[src/rtl/core/svm_pkg.sv]
// ============================================================================
// svm_pkg
// Shared types and constants for the stack machine execute core.
// ============================================================================
package svm_pkg;

    localparam int MEM_DEPTH_DEF  = 1024;
    localparam int CODE_DEPTH_DEF = 4096;

    typedef enum logic [4:0] {
        OP_LEA  = 5'd0,  OP_IMM  = 5'd1,  OP_JMP  = 5'd2,  OP_JSR  = 5'd3,
        OP_BZ   = 5'd4,  OP_BNZ  = 5'd5,  OP_ENT  = 5'd6,  OP_ADJ  = 5'd7,
        OP_LEV  = 5'd8,  OP_LI   = 5'd9,  OP_LC   = 5'd10, OP_SI   = 5'd11,
        OP_SC   = 5'd12, OP_PSH  = 5'd13, OP_OR   = 5'd14, OP_XOR  = 5'd15,
        OP_AND  = 5'd16, OP_EQ   = 5'd17, OP_NE   = 5'd18, OP_LT   = 5'd19,
        OP_GT   = 5'd20, OP_LE   = 5'd21, OP_GE   = 5'd22, OP_SHL  = 5'd23,
        OP_SHR  = 5'd24, OP_ADD  = 5'd25, OP_SUB  = 5'd26, OP_MUL  = 5'd27,
        OP_DIV  = 5'd28, OP_MOD  = 5'd29, OP_EXIT = 5'd30, OP_UNS  = 5'd31
    } opcode_t;

    typedef enum logic [1:0] {
        FLT_NONE = 2'd0,
        FLT_DIV0 = 2'd1,
        FLT_UNSUP = 2'd2
    } fault_t;

    localparam logic [1:0] CFG_START_PC   = 2'd0;
    localparam logic [1:0] CFG_ARG_COUNT  = 2'd1;
    localparam logic [1:0] CFG_ARG_VECTOR = 2'd2;

    typedef enum logic [3:0] {
        ST_IDLE, ST_INIT0, ST_INIT1, ST_READ, ST_READ2, ST_EXEC, ST_DIV,
        ST_WRITE, ST_OUT
    } state_t;

    // divider control between sequencer and divide unit
    typedef struct packed {
        logic start;
        logic is_mod;
        logic is_mul;
    } div_ctl_t;

endpackage

[src/rtl/core/svm_div.sv]
// ============================================================================
// svm_div
// Signed 64-bit restoring divider, one quotient bit per cycle; also a 64-bit
// multiply built from three 32x32 partial products, one per cycle.
// ============================================================================
module svm_div
    import svm_pkg::*;
(
    input  logic        aclk,
    input  logic        aresetn,
    input  div_ctl_t    ctl,
    input  logic [63:0] dividend,
    input  logic [63:0] divisor,
    output logic        done,
    output logic [63:0] result
);
    logic [63:0] quo_reg, quo_next;
    logic [63:0] rem_reg, rem_next;
    logic [63:0] dvs_reg, dvs_next;
    logic [6:0]  cnt_reg, cnt_next;
    logic        busy_reg, busy_next;
    logic        neg_q_reg, neg_q_next, neg_r_reg, neg_r_next, mod_reg, mod_next;
    logic        mul_reg, mul_next;
    logic [64:0] trial;
    logic [63:0] shifted;
    logic [31:0] mul_x, mul_y;
    logic [63:0] mul_p;

    always_comb begin
        quo_next = quo_reg; rem_next = rem_reg; dvs_next = dvs_reg;
        cnt_next = cnt_reg; busy_next = busy_reg;
        neg_q_next = neg_q_reg; neg_r_next = neg_r_reg; mod_next = mod_reg;
        mul_next = mul_reg;
        shifted = {rem_reg[62:0], quo_reg[63]};
        trial = {1'b0, shifted} - {1'b0, dvs_reg};
        // lo*lo, then lo*hi and hi*lo into the upper word
        mul_x = (cnt_reg == 7'd1) ? quo_reg[63:32] : quo_reg[31:0];
        mul_y = (cnt_reg == 7'd2) ? dvs_reg[63:32] : dvs_reg[31:0];
        mul_p = {32'd0, mul_x} * {32'd0, mul_y};
        if (ctl.start) begin
            busy_next  = 1'b1;
            mod_next   = ctl.is_mod;
            mul_next   = ctl.is_mul;
            rem_next   = '0;
            if (ctl.is_mul) begin
                quo_next   = dividend;
                dvs_next   = divisor;
                cnt_next   = 7'd3;
                neg_q_next = 1'b0;
                neg_r_next = 1'b0;
            end else begin
                quo_next   = dividend[63] ? -dividend : dividend;
                dvs_next   = divisor[63] ? -divisor : divisor;
                cnt_next   = 7'd64;
                neg_q_next = dividend[63] ^ divisor[63];
                neg_r_next = dividend[63];
            end
        end else if (busy_reg) begin
            if (mul_reg) begin
                if (cnt_reg == 7'd3) begin
                    rem_next = mul_p;
                end else begin
                    rem_next = rem_reg + {mul_p[31:0], 32'd0};
                end
            end else begin
                if (!trial[64]) begin
                    rem_next = trial[63:0];
                end else begin
                    rem_next = shifted;
                end
                quo_next = {quo_reg[62:0], ~trial[64]};
            end
            cnt_next = cnt_reg - 7'd1;
            if (cnt_reg == 7'd1) begin
                busy_next = 1'b0;
            end
        end
    end

    always_ff @(posedge aclk) begin
        if (!aresetn) begin
            busy_reg <= 1'b0;
            cnt_reg  <= '0;
        end else begin
            busy_reg <= busy_next;
            cnt_reg  <= cnt_next;
        end
        quo_reg <= quo_next; rem_reg <= rem_next; dvs_reg <= dvs_next;
        neg_q_reg <= neg_q_next; neg_r_reg <= neg_r_next; mod_reg <= mod_next;
        mul_reg <= mul_next;
    end

    // unsigned magnitudes wrap correctly for MIN/-1 and MIN%-1
    assign done   = !busy_reg && !ctl.start;
    assign result = mul_reg ? rem_reg
                  : mod_reg ? (neg_r_reg ? -rem_reg : rem_reg)
                            : (neg_q_reg ? -quo_reg : quo_reg);
endmodule

[config.mk]
export PLATFORM = sky130hd
export DESIGN_NAME = svm_div
export DESIGN_NICKNAME = d
export VERILOG_FILES = /design/src/rtl/core/svm_pkg.sv /design/src/rtl/core/svm_div.sv
export SDC_FILE = /design/constraint.sdc
export NUM_CORES = 2
export LEC_CHECK = 0
export BUFFER_PORTS_ARGS = -buffer_cell sky130_fd_sc_hd__buf_2
export CORE_MARGIN = 3
export CORE_UTILIZATION = 55
export DETAILED_ROUTE_END_ITERATION = 10
export PLACE_DENSITY = 0.72
export SLEW_MARGIN = 20
export SYNTH_ARGS = -nofsm -noshare
export SYNTH_HDL_FRONTEND = slang
export SYNTH_SLANG_ARGS = --single-unit
[constraint.sdc]
create_clock -name aclk -period 26.6 [get_ports aclk]
set_input_delay 1.33 -clock aclk [delete_from_list [all_inputs] [get_ports aclk]]
set_output_delay 1.33 -clock aclk [all_outputs]
set_load 0.1 [all_outputs]
==> results_dict.tcl <==
set metrics [dict create \
    grt_pass1_vias 48003 \
    cts_root_buf "clkbuf_16" \
    io_pins 198 \
    dp_hpwl_um 168000 \
    drive_above_1_share_pct 6.97 \
    fin_area_sq_mm 0.0564 \
    ys_top_cells_by_area "fa_1, ha_1, edfxtp_1" \
    synth_seq_cells 204 \
    antenna_found_initial 13 \
    coreArea_sq_mm 0.0956 \
    tns_ns 0 \
    cp_slowest_cell "a21o_1" \
    period_needed_ns 12.05 \
    nNetsFinal 7890 \
    path_common_cell "fa_1" \
    grt_use_total_pct 40.8 \
    wl_per_cell_um 26.8 \
    clock-sinks 204 \
    hold_viol_final 0 \
    grt_pass1_wl_um 310000 \
    crit_family "adder cells" \
    syn_nets 7925 \
    io_buffers 197 \
    initial_core_util_pct 55.9 \
    ys.flop_type "edfxtp_1" \
    hp-class "reg2reg" \
    crit_path_end_kind "flop" \
    cts.repair.resized 0 \
    ys_warn_count 0 \
    path_buf_inv 6 \
    synth-edff-count 132 \
    avgSynthCellArea_sq_um 8.18 \
    routabilityCongestion 1.05 \
    die_area_sq_mm 0.101 \
    hold_buffers 0 \
    die_y_um 318 \
    setup_violations 0 \
    syn_inst 6526 \
    slew_headroom_pct 19.8 \
    via_per_inst 6.33 \
    drt_iter0_drc 6525 \
    cts_tree "built" \
    cp.arrival_ns 12.50 \
    area_growth_pct 5.60 \
    vias 49237 \
    crit_required_ns 27.05 \
    synth.top_cell.area_share_pct 33.7 \
    critical_path.max_fanout 60 \
    ys_seq_area_share_pct 10.1 \
    routed_wl_um 209000 \
    clock_path_buffers 3 \
    synth_cell_types 90 \
    ys_async_sr_fraction_pct 0 \
    crit_path_max_incr_delay_ns 0.82 \
    clkLatencyLatePin_ns 0.59 \
    rsz0062_at_grt "false" \
    finalMaxSlewViolations 0 \
    max_freq_mhz 83.0 \
    die_w_um 318 \
    postPlaceCellArea_sq_mm 0.0555 \
    synth_area_sq_mm 0.0534 \
    drv_cap 0 \
    std_cell_rows 113 \
    cts.clk_slew.worst_paths_ns 0.06 \
    numCtsBuffers 24 \
    outcome "complete, no violations" \
    worstSetupPathType "reg2reg" \
    postCtsSetupBuffers 0 \
    final_util_pct 59.0 \
    worst_pin_slew_ns 1.17 \
    fin_crit_sh_pct 45.3 \
    grt_max_degree 93 \
    drc_errors 0 \
    startpoint_type "flop" \
    synth_area_leader_cell "fa_1" \
    htree_levels 1 \
    clock_skew_ns 0.0312 \
    grt_overflow 0 \
    first_pass_iters 9 \
    ant_nets 0 \
]
-- Yosys cell counts, drive strengths merged, types with 34 or more instances --
| library cell | instances |
|---|---|
| a21o | 94 |
| a21oi | 430 |
| a31oi | 46 |
| and2 | 34 |
| clkbuf | 328 |
| dfxtp | 72 |
| edfxtp | 132 |
| fa | 898 |
| ha | 368 |
| inv | 987 |
| mux2 | 41 |
| mux2i | 42 |
| nand2 | 961 |
| nand2b | 43 |
| nand3 | 60 |
| nand4 | 43 |
| nor2 | 674 |
| nor3 | 61 |
| o21ai | 301 |
| o31ai | 45 |
| or3 | 53 |
| xnor2 | 213 |
| xor2 | 120 |
-- routing by layer --
metal	vias to the layer above	track usage, %	wire length, um
li1	21027	-	-
met5	-	0.946	189
met4	10	21.5	14300
met1	24131	55.5	79200
met3	685	13.4	30200
met2	3384	57.7	84600
-- cell usage in the layout (no fill, tap or decap), drive strengths merged, types with 17 or more instances in the layout --
master,instances
a211oi,24
a21o,94
a21oi,430
a31oi,46
and2,34
and3,24
buf,297
clkbuf,28
dfxtp,72
edfxtp,132
fa,898
ha,368
inv,989
mux2,41
mux2i,42
nand2,961
nand2b,43
nand3,60
nand4,43
nor2,674
nor2b,17
nor3,61
nor4,27
o211a,28
o211ai,20
o21a,25
o21ai,301
o21bai,26
o22ai,26
o31ai,45
o41ai,30
or3,53
or4,17
xnor2,213
xor2,120
-- stage by stage --
step | std cells | worst slack, ns | hold WS, ns
2_1_floorplan | 6526 | 16.71 | 0.503
3_3_place_gp | 7730 | 15.05 | 0.526
3_5_place_dp | 7730 | 14.90 | 0.541
4_1_cts | 7774 | 14.86 | 0.556
5_1_grt | 7776 | 14.00 | 0.578
6_report | 7780 | 14.55 | 0.561
-- tightest hold or removal path: cells and delay by family (launching register included) --
kind	cells	cell delay (ns)
xor gates and xnor gates	1	0.15
and+or+nand+nor	1	0.04
DFF	1	0.33
-- path summary, 6_finish.rpt --
path | from | to | slack [ns] | cells past startpoint
max | cnt_reg[3]$_SDFFE_PN0N_ | rem_reg[63]$_SDFFE_PP0P_ | 14.55 | 38
min | cnt_reg[4]$_SDFFE_PN0N_ | cnt_reg[4]$_SDFFE_PN0N_ | 0.56 | 2
max reg2reg | cnt_reg[3]$_SDFFE_PN0N_ | rem_reg[63]$_SDFFE_PP0P_ | 14.55 | 38
min reg2reg | cnt_reg[4]$_SDFFE_PN0N_ | cnt_reg[4]$_SDFFE_PN0N_ | 0.56 | 2
-- cell type report --
| class | instances | area (sq um) |
|---|---|---|
| inverters | 990 | 3720 |
| flip-flops and latches | 204 | 5410 |
| multi-input cells | 4973 | 43100 |
| clock inverters | 17 | 225 |
| fillers | 8852 | 39200 |
| diodes | 6 | 15.0 |
| clock buffers | 27 | 612 |
| repair buffers | 298 | 1750 |
| well taps | 1265 | 1580 |
-- logic make-up (layout without fill, tap and decap cells) --
logic type,count (synthesis),count (layout),synth area share [%]
simple gates,2050,2050,16.5
buf+inv,1349,1332,9.50
other cells,0,6,0
fa+ha+maj,1266,1266,42.3
xor+xnor,333,333,5.46
mux,83,83,1.65
flops,204,204,10.1
compound gates,1241,1241,14.5
Power is not shown: default switching activity piles up to over one toggle a cycle in this logic, so the estimate is an artifact.
